[src/rtl/mft_pkg.sv]
// Shared types and constants for the multi-turn feedback tracker.
// Holds identifier bounds, scaling constants and the tracker status struct.
// No dependencies.
`default_nettype none

package mft_pkg;

    localparam logic [10:0] ID_LOW  = 11'h201;
    localparam logic [10:0] ID_HIGH = 11'h208;
    localparam logic [10:0] ID_BASE = 11'h200;

    localparam int          TURN_SHIFT   = 13;
    localparam logic [12:0] THR_RESET    = 13'd4096;

    // rotor: |a|*92160/8191 = 11*|a| + floor(2059*|a|/8191)
    localparam logic [3:0]  ROTOR_WHOLE  = 4'd11;
    localparam logic [11:0] ROTOR_FRAC   = 12'd2059;
    localparam logic [15:0] ANGLE_DIV    = 16'd8191;
    localparam logic [15:0] ANGLE_DIV2   = 16'd16382;

    // shaft: |s|*64/9 = 7*|s| + floor(|s|/9), floor(x/9) = (x*233017) >> 21
    localparam logic [2:0]  SHAFT_WHOLE  = 3'd7;
    localparam logic [17:0] SHAFT_RECIP  = 18'd233017;
    localparam int          SHAFT_SHIFT  = 21;

    localparam int TDATA_IN_W   = 48;
    localparam int TUSER_IN_W   = 11;
    localparam int TDATA_OUT_W  = 168;
    localparam int TUSER_OUT_W  = 5;

    typedef struct packed {
        logic               accepted;
        logic [3:0]         index;
        logic signed [31:0] round_count;
        logic signed [45:0] total_position;
    } t_track;

    typedef struct packed {
        logic signed [18:0] shaft_q8;
        logic signed [19:0] rotor_q8;
    } t_scale;

endpackage

`default_nettype wire

[src/rtl/mft_scale.sv]
// Fixed-point scaling of speed and angle into shaft speed and rotor degrees.
// Purely combinational, constant-reciprocal division; uses mft_pkg.
`default_nettype none

module mft_scale
    import mft_pkg::*;
(
    input  wire logic signed [15:0] i_angle,
    input  wire logic signed [15:0] i_speed,
    output t_scale                  o_scale
);

    logic [16:0] a_wide;
    logic [15:0] a_mag;
    logic [27:0] a_prod;
    logic [14:0] a_q0;
    logic [15:0] a_rem;
    logic [1:0]  a_corr;
    logic [19:0] a_res;
    logic [16:0] s_wide;
    logic [15:0] s_mag;
    logic [33:0] s_prod;
    logic [12:0] s_div;
    logic [18:0] s_res;

    always_comb begin
        a_wide = i_angle[15] ? (17'd0 - {i_angle[15], i_angle}) : {1'b0, i_angle};
        a_mag  = a_wide[15:0];
        a_prod = 28'(a_mag) * 28'(ROTOR_FRAC);
        a_q0   = a_prod[27:13];
        a_rem  = {3'b000, a_prod[12:0]} + {1'b0, a_q0};
        if (a_rem >= ANGLE_DIV2) begin
            a_corr = 2'd2;
        end else if (a_rem >= ANGLE_DIV) begin
            a_corr = 2'd1;
        end else begin
            a_corr = 2'd0;
        end
        a_res = 20'(a_mag) * 20'(ROTOR_WHOLE) + 20'(a_q0) + 20'(a_corr);
        o_scale.rotor_q8 = i_angle[15] ? (20'd0 - a_res) : a_res;

        s_wide = i_speed[15] ? (17'd0 - {i_speed[15], i_speed}) : {1'b0, i_speed};
        s_mag  = s_wide[15:0];
        s_prod = 34'(s_mag) * 34'(SHAFT_RECIP);
        s_div  = s_prod[33:SHAFT_SHIFT];
        s_res  = 19'(s_mag) * 19'(SHAFT_WHOLE) + 19'(s_div);
        o_scale.shaft_q8 = i_speed[15] ? (19'd0 - s_res) : s_res;
    end

endmodule

`default_nettype wire

[src/rtl/mft_track.sv]
// Multi-turn tracking state: zero offset, last angle and wrap count.
// Computes the round count and total angle for one frame; uses mft_pkg.
`default_nettype none

module mft_track
    import mft_pkg::*;
(
    input  wire logic               i_clk,
    input  wire logic               i_rst_n,
    input  wire logic               i_update,
    input  wire logic [10:0]        i_can_id,
    input  wire logic signed [15:0] i_angle,
    input  wire logic [12:0]        i_thr,
    output t_track                  o_track,
    output logic                    o_offset_taken
);

    logic                r_offset_taken;
    logic signed [15:0]  r_offset;
    logic signed [15:0]  r_cur_angle;
    logic signed [31:0]  r_wrap;
    logic                in_range;
    logic signed [15:0]  prev_eff;
    logic signed [15:0]  off_eff;
    logic signed [17:0]  diff;
    logic signed [17:0]  thr_s;
    logic signed [17:0]  below;
    logic signed [17:0]  above;
    logic signed [31:0]  n_wrap;
    logic signed [45:0]  total;
    logic [10:0]         idx_full;

    always_comb begin
        in_range = i_can_id inside {[ID_LOW:ID_HIGH]};
        prev_eff = r_offset_taken ? r_cur_angle : i_angle;
        off_eff  = r_offset_taken ? r_offset : i_angle;
        diff     = 18'(i_angle) - 18'(prev_eff);
        thr_s    = {5'b00000, i_thr};
        below    = diff + thr_s;
        above    = thr_s - diff;
        if (below < 0) begin
            n_wrap = r_wrap + 32'sd1;
        end else if (above < 0) begin
            n_wrap = r_wrap - 32'sd1;
        end else begin
            n_wrap = r_wrap;
        end
        total = (46'(n_wrap) <<< TURN_SHIFT) + 46'(i_angle) - 46'(off_eff);
        idx_full = i_can_id - ID_BASE;

        o_track.accepted       = in_range;
        o_track.index          = in_range ? idx_full[3:0] : 4'd0;
        o_track.round_count    = in_range ? n_wrap : 32'sd0;
        o_track.total_position = in_range ? total : 46'sd0;
    end

    always_ff @(posedge i_clk) begin
        if (!i_rst_n) begin
            r_offset_taken <= 1'b0;
            r_offset       <= '0;
            r_cur_angle    <= '0;
            r_wrap         <= '0;
        end else if (i_update) begin
            r_offset_taken <= 1'b1;
            if (!r_offset_taken) begin
                r_offset <= i_angle;
            end
            if (in_range || !r_offset_taken) begin
                r_cur_angle <= i_angle;
            end
            if (in_range) begin
                r_wrap <= n_wrap;
            end
        end
    end

    assign o_offset_taken = r_offset_taken;

endmodule

`default_nettype wire

[src/rtl/motor_feedback_multiturn_tracker_top.sv]
// Multi-turn angle tracker for motor-controller feedback frames.
// Requests pass through an input register and a result register.
// Throughput: one request per cycle when not stalled; tracking state updates as a frame leaves the input register.
// Reset (synchronous, active low) clears the offset capture, angle and wrap state,
// empties both registers and sets the wrap threshold to 4096.
`default_nettype none

module motor_feedback_multiturn_tracker_top
    import mft_pkg::*;
(
    input  wire logic                   i_clk,
    input  wire logic                   i_rst_n,
    input  wire logic                   i_cfg_we,
    input  wire logic [12:0]            i_cfg_wdata,    // wrap_threshold
    input  wire logic                   i_s_tvalid,
    output logic                        o_s_tready,
    input  wire logic [TDATA_IN_W-1:0]  i_s_tdata,      // byte0..byte5, byte0 lowest
    input  wire logic [TUSER_IN_W-1:0]  i_s_tuser,      // can_id
    output logic                        o_m_tvalid,
    input  wire logic                   i_m_tready,
    output logic [TDATA_OUT_W-1:0]      o_m_tdata,      // angle_raw, rotor_speed, motor_current,
                                                        // round_count, total_position,
                                                        // shaft_speed_q8, rotor_angle_q8, pad
    output logic [TUSER_OUT_W-1:0]      o_m_tuser       // accepted, controller_index
);

    logic [12:0]             r_thr;
    logic                    r_in_valid;
    logic [10:0]             r_in_id;
    logic [TDATA_IN_W-1:0]   r_in_data;
    logic                    r_out_valid;
    logic [TDATA_OUT_W-1:0]  r_out_data;
    logic [TUSER_OUT_W-1:0]  r_out_user;
    logic                    advance;
    logic signed [15:0]      angle;
    logic signed [15:0]      speed;
    logic signed [15:0]      current;
    t_track                  track;
    t_scale                  scale;
    logic                    offset_taken;
    logic [TDATA_OUT_W-1:0]  n_out_data;

    assign advance    = r_in_valid && (!r_out_valid || i_m_tready);
    assign o_s_tready = !r_in_valid || advance;

    assign angle   = {r_in_data[7:0],   r_in_data[15:8]};
    assign speed   = {r_in_data[23:16], r_in_data[31:24]};
    assign current = {r_in_data[39:32], r_in_data[47:40]};

    mft_track u_track (
        .i_clk          (i_clk),
        .i_rst_n        (i_rst_n),
        .i_update       (advance),
        .i_can_id       (r_in_id),
        .i_angle        (angle),
        .i_thr          (r_thr),
        .o_track        (track),
        .o_offset_taken (offset_taken)
    );

    mft_scale u_scale (
        .i_angle (angle),
        .i_speed (speed),
        .o_scale (scale)
    );

    always_comb begin
        if (track.accepted) begin
            n_out_data = {3'b000, scale.rotor_q8, scale.shaft_q8, track.total_position,
                          track.round_count, current, speed, angle};
        end else begin
            n_out_data = '0;
        end
    end

    always_ff @(posedge i_clk) begin
        if (!i_rst_n) begin
            r_thr <= THR_RESET;
        end else if (i_cfg_we) begin
            r_thr <= i_cfg_wdata;
        end
    end

    always_ff @(posedge i_clk) begin
        if (!i_rst_n) begin
            r_in_valid <= 1'b0;
        end else if (o_s_tready) begin
            r_in_valid <= i_s_tvalid;
        end
    end

    always_ff @(posedge i_clk) begin
        if (o_s_tready && i_s_tvalid) begin
            r_in_id   <= i_s_tuser;
            r_in_data <= i_s_tdata;
        end
    end

    always_ff @(posedge i_clk) begin
        if (!i_rst_n) begin
            r_out_valid <= 1'b0;
        end else if (advance) begin
            r_out_valid <= 1'b1;
        end else if (i_m_tready) begin
            r_out_valid <= 1'b0;
        end
    end

    always_ff @(posedge i_clk) begin
        if (advance) begin
            r_out_data <= n_out_data;
            r_out_user <= {track.index, track.accepted};
        end
    end

    assign o_m_tvalid = r_out_valid;
    assign o_m_tdata  = r_out_data;
    assign o_m_tuser  = r_out_user;

    a_offset_after_frame: assert property (@(posedge i_clk) disable iff (!i_rst_n)
        advance |=> offset_taken)
        else $error("offset not captured after first frame");

    a_reject_zero: assert property (@(posedge i_clk) disable iff (!i_rst_n)
        (o_m_tvalid && !o_m_tuser[0]) |-> (o_m_tdata == '0 && o_m_tuser[4:1] == 4'd0))
        else $error("rejected frame carries nonzero result");

    a_index_range: assert property (@(posedge i_clk) disable iff (!i_rst_n)
        (o_m_tvalid && o_m_tuser[0]) |-> (o_m_tuser[4:1] != 4'd0 && o_m_tuser[4:1] <= 4'd8))
        else $error("accepted frame index out of range");

    a_no_drop: assert property (@(posedge i_clk) disable iff (!i_rst_n)
        (r_in_valid && !r_out_valid) |=> r_out_valid)
        else $error("request lost between stages");

endmodule

`default_nettype wire
[config.mk]
export PLATFORM = sky130hd
export DESIGN_NAME = motor_feedback_multiturn_tracker_top
export DESIGN_NICKNAME = d
export VERILOG_FILES = /design/src/rtl/mft_pkg.sv /design/src/rtl/mft_scale.sv /design/src/rtl/mft_track.sv /design/src/rtl/motor_feedback_multiturn_tracker_top.sv
export SDC_FILE = /design/constraint.sdc
export NUM_CORES = 1
export LEC_CHECK = 0
export BUFFER_PORTS_ARGS = -buffer_cell sky130_fd_sc_hd__buf_2
export CAP_MARGIN = 5
export CORE_MARGIN = 4
export CORE_UTILIZATION = 55
export CTS_CLUSTER_DIAMETER = 30
export DETAILED_ROUTE_END_ITERATION = 6
export HOLD_SLACK_MARGIN = 0.02
export PLACE_DENSITY = 0.81
export REMOVE_ABC_BUFFERS = 1
export SLEW_MARGIN = 10
export SYNTH_ARGS = -nofsm -noshare
export SYNTH_HDL_FRONTEND = slang
export SYNTH_SLANG_ARGS = --single-unit
[constraint.sdc]
create_clock -name i_clk -period 29.9 [get_ports i_clk]
set_input_delay 4.485 -clock i_clk [delete_from_list [all_inputs] [get_ports i_clk]]
set_output_delay 4.485 -clock i_clk [all_outputs]
set_load 0.01 [all_outputs]
# Word level (Yosys, flattened, before mapping)
# Cells that the tools add are included.
[totals] reg_bits=312 elab_cells=63
[classes] addsub=16 n_mul=4 n_lt_le_gt_ge=6 muxes=12 n_reduce_logical=12
[ops] op="16-bit 2-to-1 mux" count=4
[ops] op="32-bit 2-to-1 mux" count=2
[ops] op="45-bit by 16-bit adder with 46-bit output" count=1
[ops] op="46-bit by 16-bit subtractor with 46-bit output" count=1
[ops] op="18-bit by 1-bit < comparator with 1-bit output (second input constant)" count=2
[ops] op="16-bit by 18-bit multiplier with 34-bit output (second input constant)" count=1
[ops] op="32-bit by 2-bit adder with 32-bit output (second input constant)" count=1
[ops] op="1-bit by 16-bit subtractor with 16-bit output (first input constant)" count=2
[ops] op="32-bit by 2-bit subtractor with 32-bit output (second input constant)" count=1
[ops] op="16-bit by 12-bit multiplier with 28-bit output (second input constant)" count=1
[ops] op="20-bit by 15-bit adder with 20-bit output" count=1
[ops] op="20-bit by 2-bit adder with 20-bit output" count=1
[ops] op="16-bit by 4-bit multiplier with 20-bit output (second input constant)" count=1
[ops] op="20-bit 2-to-1 mux" count=1
[ops] op="1-bit by 20-bit subtractor with 20-bit output (first input constant)" count=1
[ops] op="19-bit by 13-bit adder with 19-bit output" count=1
[ops] op="16-bit by 3-bit multiplier with 19-bit output (second input constant)" count=1
[ops] op="19-bit 2-to-1 mux" count=1
[ops] op="1-bit by 19-bit subtractor with 19-bit output (first input constant)" count=1
[ops] op="17-bit by 14-bit adder with 18-bit output" count=1
[ops] op="14-bit by 17-bit subtractor with 18-bit output" count=1
[ops] op="16-bit by 16-bit subtractor with 17-bit output" count=1
[ops] op="13-bit by 15-bit adder with 16-bit output" count=1
[ops] op="16-bit by 13-bit greater-or-equal comparator with 1-bit output (second input constant)" count=1
[ops] op="other kinds (11)" count=20

# Logic depth before layout (Yosys ltp)
[depth] depth_word=10 ltp_mapped=46

# Hierarchy
# From an unflattened synthesis, not the netlist that was laid out.
[unflattened] hier_cells=3126 area_unflattened_um2=29894.9
[by_module_without_submodules] module="mft_scale" instances=1 cells_each=1372 area_each_um2=11877.6 seq_area_each_um2=0.0
[by_module_without_submodules] module="mft_track" instances=1 cells_each=1287 area_each_um2=9369.0 seq_area_each_um2=1301.2
[by_module_without_submodules] module="motor_feedback_multiturn_tracker_top" instances=1 cells_each=467 area_each_um2=8648.3 seq_area_each_um2=7176.9

# Least setup slack after synthesis
# No wires, ideal clock.
[synth_path] path_type="reg2reg" start="reg r_in_data[7]" end="reg r_out_data[163] (netlist: o_m_tdata[163]), data pin" arrival_time_ns=11.753 path_slack_ns=17.892 path_stages_with_launch=45 path_buffers=2 path_cell_list="edfxtp_1 clkbuf_1 clkbuf_1 o21ai_0 xnor2_1 ha_1 ha_1 ha_1 inv_1 fa_1 inv_1 ha_1 nor2b_1 o31a_1 o21ai_0 a21boi_0 o21ai_0 nand2_1 [9 not listed] a311oi_1 nand4_1 nor4b_1 a21boi_1 o21bai_1 nand3_1 fa_1 fa_1 nand2b_1 a211oi_1 o211ai_1 a211oi_1 o21ai_0 a221o_1 nor4_1 a31oi_1 xnor2_1 and2_1"
[synth_via] elab_chain_cells=10
[synth_rtl] item="start, declared" line="motor_feedback_multiturn_tracker_top.sv:30" source="logic [TDATA_IN_W-1:0] r_in_data;"
[synth_rtl] item="start signal, assigned" line="motor_feedback_multiturn_tracker_top.sv:95" source="r_in_data <= i_s_tdata;"
[synth_rtl] item="1-bit by 16-bit subtractor with 16-bit output" line="mft_scale.sv:27" source="a_wide = i_angle[15] ? (17'd0 - {i_angle[15], i_angle}) : {1'b0, i_angle};"
[synth_rtl] item="16-bit 2-to-1 mux" line="mft_scale.sv:27"
[synth_rtl] item="16-bit by 12-bit multiplier with 28-bit output" line="mft_scale.sv:29" source="a_prod = 28'(a_mag) * 28'(ROTOR_FRAC);"
[synth_rtl] item="13-bit by 15-bit adder with 16-bit output" line="mft_scale.sv:31" source="a_rem = {3'b000, a_prod[12:0]} + {1'b0, a_q0};"
[synth_rtl] item="16-bit by 13-bit greater-or-equal comparator with 1-bit output" line="mft_scale.sv:34" source="end else if (a_rem >= ANGLE_DIV) begin"
[synth_rtl] item="1-bit 2-to-1 mux" line="mft_scale.sv:34"
[synth_rtl] item="2-bit 2-to-1 mux" line="mft_scale.sv:32" source="if (a_rem >= ANGLE_DIV2) begin"
[synth_rtl] item="20-bit by 2-bit adder with 20-bit output" line="mft_scale.sv:39" source="a_res = 20'(a_mag) * 20'(ROTOR_WHOLE) + 20'(a_q0) + 20'(a_corr);"
[synth_rtl] item="1-bit by 20-bit subtractor with 20-bit output" line="mft_scale.sv:40" source="o_scale.rotor_q8 = i_angle[15] ? (20'd0 - a_res) : a_res;"
[synth_rtl] item="20-bit 2-to-1 mux (*)" line="mft_scale.sv:40"
[synth_rtl] item="end signal, assigned" line="motor_feedback_multiturn_tracker_top.sv:111" source="r_out_data <= n_out_data;"
[synth_rtl] item="end, declared" line="motor_feedback_multiturn_tracker_top.sv:32" source="logic [TDATA_OUT_W-1:0] r_out_data;"
# Mark *: on every way between the ends. The rest lies on a longest branch, timed or not.
# A chain may end at the register's enable or synchronous reset.

# Worst setup path after layout
# Same ends and word-level chain as after synthesis.

==> metrics.txt <==
top-count cell post-synth=ha_1; Max-slew headroom=0.1738; row count=83; Worst setup SP type=flop; post-synthesis instance total=2967; Num CTS Buffers=69; initial antenna violation count=6; CORE AREA=0.05161 mm2; drt total wl=70.31 mm; Area contributors post-synth=edfxtp_1 24%, ha_1 16%, fa_1 13%; crit path time final=12.85 ns; Synth area leader=edfxtp_1; overall routing resource usage=0.2433; worst min-delay path class=flop to flop; EDFF count, synth=229; gp weighted congestion=0.9561; Starting DRT DRC Count=1691; fmax=0.07779 GHz; post-CTS setup buffers=0; clk sinks=309; CP arrival=13.21 ns; layout net count=3870; post-synthesis mux area share=0.01039; Clock Tree Buf Depth=3; Critical Path End Type=flop; Setup CP Type=flop to flop; worst r2r path cells=41; Detailed Place HPWL=53.64 mm; fillcell total=4036; die height=237.2 um; Adder-Cell Fraction of Synth Area=0.2905; post-synth top area share=0.2380; first-pass GRT wire length=112.5 mm; largest family of logic cells by synthesized area=adder cells; hold buffer count at cts=0; Clock Skew=0.02749 ns; Synth Flop Type=edfxtp_1; DR DRC count=0; Skew-Pair Late Insertion Delay=0.61 ns; H-tree depth=3; Crit. Startpoint=r_in_data[7]$_DFFE_PP_; crit path capture=o_m_tdata[163]$_SDFFCE_PN0P_; final hold vios=0; sequential element share of the synthesized area=0.2934; pin count of the biggest net entering global routing=76; post-synthesis xor/xnor area fraction=0.06491; Clock Tree Root=clkbuf_16; measured slew at the worst slew-check pin=1.239 ns; drt wl/cell=17.71 um; GRT Residual Overflow=0; initial cell density of the core=0.5598; Ys Warns=0; max-capacitance violation count=0; top cell types by occurrence after synthesis=378 x ha_1, 362 x inv_1, 229 x edfxtp_1, 220 x nor2_1, 183 x a21oi_1; Post-CTS Resized=0; Reg2Reg Capture Point=o_m_tdata[163]$_SDFFCE_PN0P_; DR vias=22690; Yosys cell types=99; status=completed; Post-Synth Simple-Gate Area=0.1376; reg2reg start=r_in_data[7]$_DFFE_PP_; Final Slew Violations=0; post-route antenna net violation count=0; CTS tree=built; DR pass1 iterations=5; CP required=30.26 ns; synth-to-layout area growth=15.38%; CP peak stage delay=0.73 ns; Clock transition at path regs=0.05 ns; Mean Syn Cell Area=9.738 um2; Worst R2R Setup Slack=17.05 ns; IO Count=252; RSZ-0062 raised after global routing=no; Post-Syn Area=0.02889 mm2; die area=0.05626 mm2; Compound-Gate Fraction of Synth Area=0.1442; final setup fails=0; Die Span X=237.2 um; period utilization=0.4299; Port Buffer Count=248; share of post-route cells with drive strength above 1=0.1335; vias in the first global route=22160; setup TNS=0 ns; critical path's slowest cell=buf_4; vias per cell=5.716; Worst Path Max Fanout=56; number of synthesized register bits=309; ys async rst share=0
==> critical path: cells and delay by family, from the launching register on <==
| kind | cells | cell delay, ns |
|---|---|---|
| AO/OA/AOI/OAI | 13 | 3.44 |
| AND/OR/NAND/NOR | 12 | 3.39 |
| adder cells (fa/ha/maj) | 7 | 3.06 |
| buffers and inverters | 5 | 1.60 |
| XOR/XNOR | 4 | 0.72 |
| flip-flops | 1 | 0.31 |
==> stage by stage <==
step	util	cells	setup WS, ns	hold WS (ns)	area, um2
floorplan	-	2889	11.42	0.4364	28560
global placement	0.5984	3842	17.28	0.4419	30890
detailed placement	0.5984	3842	17.14	0.4463	30890
CTS	0.6458	3968	17.09	0.4544	33330
global route	0.6458	3969	16.00	0.4699	33330
finish	0.6459	3970	17.05	0.4555	33340
==> routing by layer <==
| metal | part of all wire | up-vias | GRT usage | routed length, um |
|---|---|---|---|---|
| li1 | - | 10970 | - | - |
| met1 | 0.43 | 10840 | 0.3248 | 30360 |
| met2 | 0.47 | 727 | 0.3995 | 33220 |
| met3 | 0.063 | 153 | 0.04258 | 4406 |
| met4 | 0.032 | 6 | 0.09183 | 2273 |
| met5 | 0.00074 | - | 0 | 52 |
==> flip-flops by register name, summed over array words and instances (netlist names) <==
name and count:
o_m_tdata 165, r_in_data 48, u_track.r_wrap 32, u_track.r_cur_angle 16
u_track.r_offset 16, r_thr 13, r_in_id 11, o_m_tuser 5
o_m_tvalid 1, r_in_valid 1, u_track.o_offset_taken 1
==> kinds of logic after synthesis <==
family	Yosys count
buf+inv	443
simple gates	779
flops	309
other cells	1
fa+ha+maj	562
compound gates	631
mux	30
xor+xnor	212
==> cell usage in the layout (no fill, tap or decap), types with 35 or more instances in the layout <==
cell,instances
nor2_1,220
inv_1,360
nand3_1,46
clkbuf_16,70
nand2_1,145
a211oi_1,37
nor3_1,45
ha_1,378
dfxtp_1,79
a21oi_1,182
nor2b_1,35
fa_1,182
a21o_1,49
and2_1,91
o21a_1,41
o21ai_0,114
buf_2,248
xnor2_1,125
nand2b_1,36
xor2_1,86
edfxtp_1,229
==> worst min-delay path by stage <==
stage | depth (start not counted) | start | to
after floorplan | 2 | u_track.r_cur_angle[10]$_SDFFE_PN0P_ | u_track.r_cur_angle[10]$_SDFFE_PN0P_
after global placement | 2 | u_track.r_cur_angle[13]$_SDFFE_PN0P_ | u_track.r_cur_angle[13]$_SDFFE_PN0P_
after detailed placement | 2 | u_track.r_cur_angle[5]$_SDFFE_PN0P_ | u_track.r_cur_angle[5]$_SDFFE_PN0P_
after CTS | 2 | u_track.r_cur_angle[11]$_SDFFE_PN0P_ | u_track.r_cur_angle[11]$_SDFFE_PN0P_
after global routing | 2 | u_track.r_cur_angle[12]$_SDFFE_PN0P_ | u_track.r_cur_angle[12]$_SDFFE_PN0P_
final | 2 | u_track.r_cur_angle[11]$_SDFFE_PN0P_ | u_track.r_cur_angle[11]$_SDFFE_PN0P_
==> area by class of cell <==
| class | count | area (um2) | share of cell area |
|---|---|---|---|
| multi-input cells | 2218 | 18770 | 0.5630 |
| flip-flops and latches | 309 | 8479 | 0.2544 |
| clock buffers | 80 | 1799 | 0.05397 |
| repair buffers | 273 | 1429 | 0.04286 |
| inverters | 362 | 1359 | 0.04076 |
| well taps | 680 | 850.8 | 0.02552 |
| clock inverters | 46 | 645.6 | 0.01937 |
| diodes | 2 | 5.005 | 0.0001501 |
Power is left out: the tool's default activity adds up to more than one toggle a clock period on the data nets, which glitch-free logic cannot reach.
